$ cat config.mk
export PLATFORM = sky130hd
export DESIGN_NAME = mrr_front
export DESIGN_NICKNAME = d
export VERILOG_FILES = /design/src/hw/rtl/mrr_pkg.sv /design/src/hw/rtl/mrr_front.sv
export SDC_FILE = /design/constraint.sdc
export NUM_CORES = 1
export LEC_CHECK = 0
export ABC_AREA = 0
export BUFFER_PORTS_ARGS = -buffer_cell sky130_fd_sc_hd__buf_2
export CAP_MARGIN = 20
export CORE_ASPECT_RATIO = 0.9
export CORE_MARGIN = 1
export CORE_UTILIZATION = 56
export DETAILED_ROUTE_END_ITERATION = 8
export PLACE_DENSITY = 0.9
export SYNTH_ARGS = -nofsm -noshare
export SYNTH_HDL_FRONTEND = slang
export SYNTH_SLANG_ARGS = --single-unit
export TNS_END_PERCENT = 10
$ cat constraint.sdc
create_clock -name clk_i -period 11.7 [get_ports clk_i]
set_input_delay 1.17 -clock clk_i [delete_from_list [all_inputs] [get_ports clk_i]]
set_output_delay 1.17 -clock clk_i [all_outputs]
set_load 0.02 [all_outputs]
$ cat src/hw/rtl/mrr_pkg.sv
// Package for the Miller-Rabin round core: payload structs, cause codes.
// No dependencies.
package mrr_pkg;

  typedef struct packed {
    logic [31:0] candidate;
    logic [31:0] witness;
  } mrr_in_t;

  typedef struct packed {
    logic       probably_prime;
    logic [2:0] cause;
  } mrr_out_t;

  localparam logic [2:0] CauseTrivial = 3'd0;
  localparam logic [2:0] CauseGcd     = 3'd1;
  localparam logic [2:0] CauseXHit    = 3'd2;
  localparam logic [2:0] CauseSqHit   = 3'd3;
  localparam logic [2:0] CauseFail    = 3'd4;

  // Work handed from the front end to the back end.
  typedef struct packed {
    logic        done;     // settled in front: result carried
    logic        pass;
    logic [2:0]  cause;
    logic [31:0] n;
    logic [31:0] a;
  } mrr_job_t;

endpackage

$ cat src/hw/rtl/mrr_front.sv
// Front end: accepts items and settles trivial candidates.
// Depends on mrr_pkg.
module mrr_front #(
  parameter int NumWidth = 32
) (
  input  logic              clk_i,
  input  logic              rst_ni,
  input  mrr_pkg::mrr_in_t  in_i,
  input  logic              push_i,
  output logic              full_o,
  output mrr_pkg::mrr_job_t job_o,
  output logic              job_valid_o,
  input  logic              job_ready_i
);
  import mrr_pkg::*;

  // Two-entry queue toward the back end.
  mrr_job_t   q_mem [2];
  logic       wr_q, rd_q;
  logic [1:0] cnt_q;
  mrr_job_t   j;
  logic [NumWidth-1:0] n, a;
  logic do_wr, do_rd;

  always_comb begin
    n = in_i.candidate[NumWidth-1:0];
    a = in_i.witness[NumWidth-1:0];
    j = '0;
    j.n = 32'(n);
    j.a = 32'(a);
    if (n < NumWidth'(2)) begin
      j.done = 1'b1;
    end else if (n == NumWidth'(2)) begin
      j.done = 1'b1; j.pass = 1'b1;
    end else if (!n[0]) begin
      j.done = 1'b1;
    end
    j.cause = CauseTrivial;
  end

  assign full_o      = (cnt_q == 2'd2);
  assign job_valid_o = (cnt_q != 2'd0);
  assign job_o       = q_mem[rd_q];
  assign do_wr       = push_i && !full_o;
  assign do_rd       = job_valid_o && job_ready_i;

  always_ff @(posedge clk_i) begin
    if (do_wr) begin
      q_mem[wr_q] <= j;
    end
  end

  always_ff @(posedge clk_i or negedge rst_ni) begin
    if (!rst_ni) begin
      wr_q <= 1'b0; rd_q <= 1'b0; cnt_q <= 2'd0;
    end else begin
      if (do_wr) wr_q <= ~wr_q;
      if (do_rd) rd_q <= ~rd_q;
      cnt_q <= cnt_q + 2'(do_wr) - 2'(do_rd);
    end
  end
endmodule

==> flow_summary.toml <==
[yosys]
synth_top_cell_by_area = "edfxtp_1"
ys_warn_count = 0
yosys_register_bits = 136
synth_seq_area_share_pct = 80.0
synth_cell_types = 22
synth_area_leaders = "edfxtp_1 (78%), mux2_2 (15%), dfrtp_1 (2.0%)"
yosys.area.top_type_share_pct = 78.0
syn-cell-area_um2 = 5080
avgSynthCellArea_um2 = 21.2
postSynthCellCount = 239

[power_and_ir_drop]
comb_power_share_pct = 30.0
clkPwrFrac_pct = 30.2
ir_worst_vdd_uv = 187
p_per_area_nw_per_um2 = 273
p_int_mw = 1.22
swShare_pct = 31.1
leakage_nw = 2.43
power_mw = 1.77
p_seq_share_pct = 39.8
switchingPower_mw = 0.549

[place]
dp_cells = 488
dp_slack_ns = 8.79
gp_congestion = 0.729
hpwl_um = 5650
portBuffers = 135

[detailed_routing]
drtIter0Drc = 105
detail_route.wl_per_cell_um = 17.6
routed_via_density = 5.21
wl_um = 9130
postRouteAntennaNets = 0
firstDrtPassIters = 5
dr_total_vias = 2709
drc = 0

[clock_tree]
cts.htree.levels = 4
cts_resized = 0
cts_setup_buffers = 0
root_buffer = "clkbuf_8"
numCtsBuffers = 17
clockBufferDepth = 2
cts_tree = "done"
cts_hold_buf = 0
clk_latency_ns = 0.51
clk_pin_slew_ns = 0.06
clock-sinks = 136

[grt]
use_met2_pct = 35.1
grt-ovfl-total = 0
use_met1_pct = 23.4
busiest_layer = "met2"
grt_pass1_vias = 2855
antenna_found_initial = 0
track_usage_pct = 20.5
grt_util_met3_pct = 6.72
grt_max_degree = 67
grt_pass1_wl_um = 13600

[die]
core_area_um2 = 8690
rows = 32
dieHeight_um = 92.3
initial_core_util_pct = 58.5
dieWidth_um = 102
ioPinCount = 139
die-area_um2 = 9450

[worst_hold_path]
hold_path.class = "input port to async pin"

[final_layout]
fill_cells = 569
finalNonFillerCells = 520
antenna_cells = 0
syn_to_final_growth_pct = 27.3
drive_above_1_share_pct = 59.6
layout.nets = 458

[critical_path]
worstPathRequired_ns = 10.53
end_kind = "output port"
critical_path.startpoint_type = "register"
crit_chain = "buf_4 -> mux2_2 -> buf_2"
cp_max_fo = 60
cp.buffers_inverters = 2
startpoint = "rd_q$_DFFE_PN0P_"
arrival_ns = 2.27
slowest_delay_ns = 0.67
crit_family = "buffers and inverters"
timing.rr.start = "cnt_q[1]$_DFF_PN0_"
path_class = "register to output port"
cpMaxStageDelayCell = "buf_4"

[sta]
hold_viol_final = 0
setup_violations = 0
slew_violations = 0
rsz0062_at_grt = "false"
worst_slack_ns = 8.26
fmax_mhz = 290
whs_ns = 0.469
period_share_pct = 29.4
slew_headroom_pct = 40.6
tightest_slew_ns = 0.892
finalCriticalPeriod_ns = 3.44
fin_skew_ns = 0.00928
finalSetupTns_ns = 0

[status]
status = "complete, no violations"

[flow_run]
cap_viol_max_count = 0
## routing by layer
metal / part of all wire, % / vias up
li1: - / 1241
met1: 39 / 1313
met2: 52 / 144
met3: 6.8 / 11
met4: 1.5 / 0
met5: 0 / -
## worst register-to-register path: cells and delay by family, from the launching register on
family	cells	cell delay [ns]
buf+inv	1	0.66
flops	1	0.40
simple gates	3	0.40
## cells in the final DEF (no fill, tap or decap), drive strengths merged
| cell | count |
|---|---|
| inv | 2 |
| xor2 | 1 |
| clkinv | 6 |
| edfxtp | 132 |
| xnor2 | 3 |
| o31ai | 1 |
| clkinvlp | 4 |
| and3 | 1 |
| nand4 | 2 |
| dfrtp | 4 |
| conb | 3 |
| clkbuf | 18 |
| nor4 | 7 |
| buf | 138 |
| nand2 | 1 |
| nand2b | 1 |
| nor2 | 2 |
| bufinv | 4 |
| mux2 | 66 |
| and2 | 1 |
| ha | 2 |
| or2 | 1 |
| nor4b | 1 |
## worst paths after layout
kind                                               to  slack [ns]  cells past startpoint
worst min-delay path                 rd_q$_DFFE_PN0P_        0.47                      1
worst min register to register     cnt_q[0]$_DFF_PN0_        0.54                      1
worst max register to register  q_mem[0][3]$_DFFE_PP_        9.78                      4
worst max-delay path                        job_o[33]        8.26                      3
min in group clk_i                 cnt_q[0]$_DFF_PN0_        0.54                      1
max in group asynchronous            rd_q$_DFFE_PN0P_       11.09                      1
## flip-flops by register name, summed over array words and instances (netlist names)
signal  flops
cnt_q       2
q_mem     132
rd_q        1
wr_q        1
## synth_stat cells
library cell  count
nor4b_2           1
or2_2             1
nand2b_1          1
edfxtp_1        132
buf_6             3
conb_1            1
nor4_2            1
nand2_1           1
and3_1            1
nor2_1            2
nand4_1           2
mux2_2           66
o31ai_1           1
ha_1              2
and2_1            1
inv_1             2
xnor2_1           3
dfrtp_1           4
buf_2             3
nor4_1            6
xor2_1            1
buf_4             4
## stage by stage
step           instance area, um^2  utilization (%)
6_report                      6460             74.4
5_1_grt                       6460             74.4
4_1_cts                       6460             74.4
3_5_place_dp                  5860             67.5
3_3_place_gp                  5860             67.5
2_1_floorplan                 5090                -
## area by class of cell
cell class / instances / area, um^2 / share of cell area [%]
flip-flops and latches: 136 / 4070 / 62.9
clock inverters: 14 / 181 / 2.81
clock buffers: 18 / 418 / 6.47
multi-input cells: 93 / 945 / 14.6
well taps: 119 / 149 / 2.30
repair buffers: 138 / 698 / 10.8
inverters: 2 / 7.51 / 0.116
## cell families (layout without fill, tap and decap cells)
family / Yosys count / in the layout / share of synthesized area (%)
and+or+nand+nor: 17 / 17 / 2.24
buffers and inverters: 12 / 172 / 1.70
other: 1 / 3 / 0.0738
adders and majority gates: 2 / 2 / 0.493
xor gates and xnor gates: 4 / 4 / 0.690
AOI/OAI and AO/OA: 1 / 1 / 0.148
DFF: 136 / 136 / 80.0
muxes: 66 / 66 / 14.6
## power groups by stage
stage | combinational (mW) | clock, mW | sequential, mW
2_1_floorplan | 0.388 | 0 | 0.702
3_5_place_dp | 0.532 | 0 | 0.711
4_1_cts | 0.536 | 0.543 | 0.703
5_1_grt | 0.568 | 0.565 | 0.712
6_report | 0.530 | 0.534 | 0.703
3_3_place_gp | 0.525 | 0 | 0.704
Note: power is estimated with default switching activity, not from simulation.
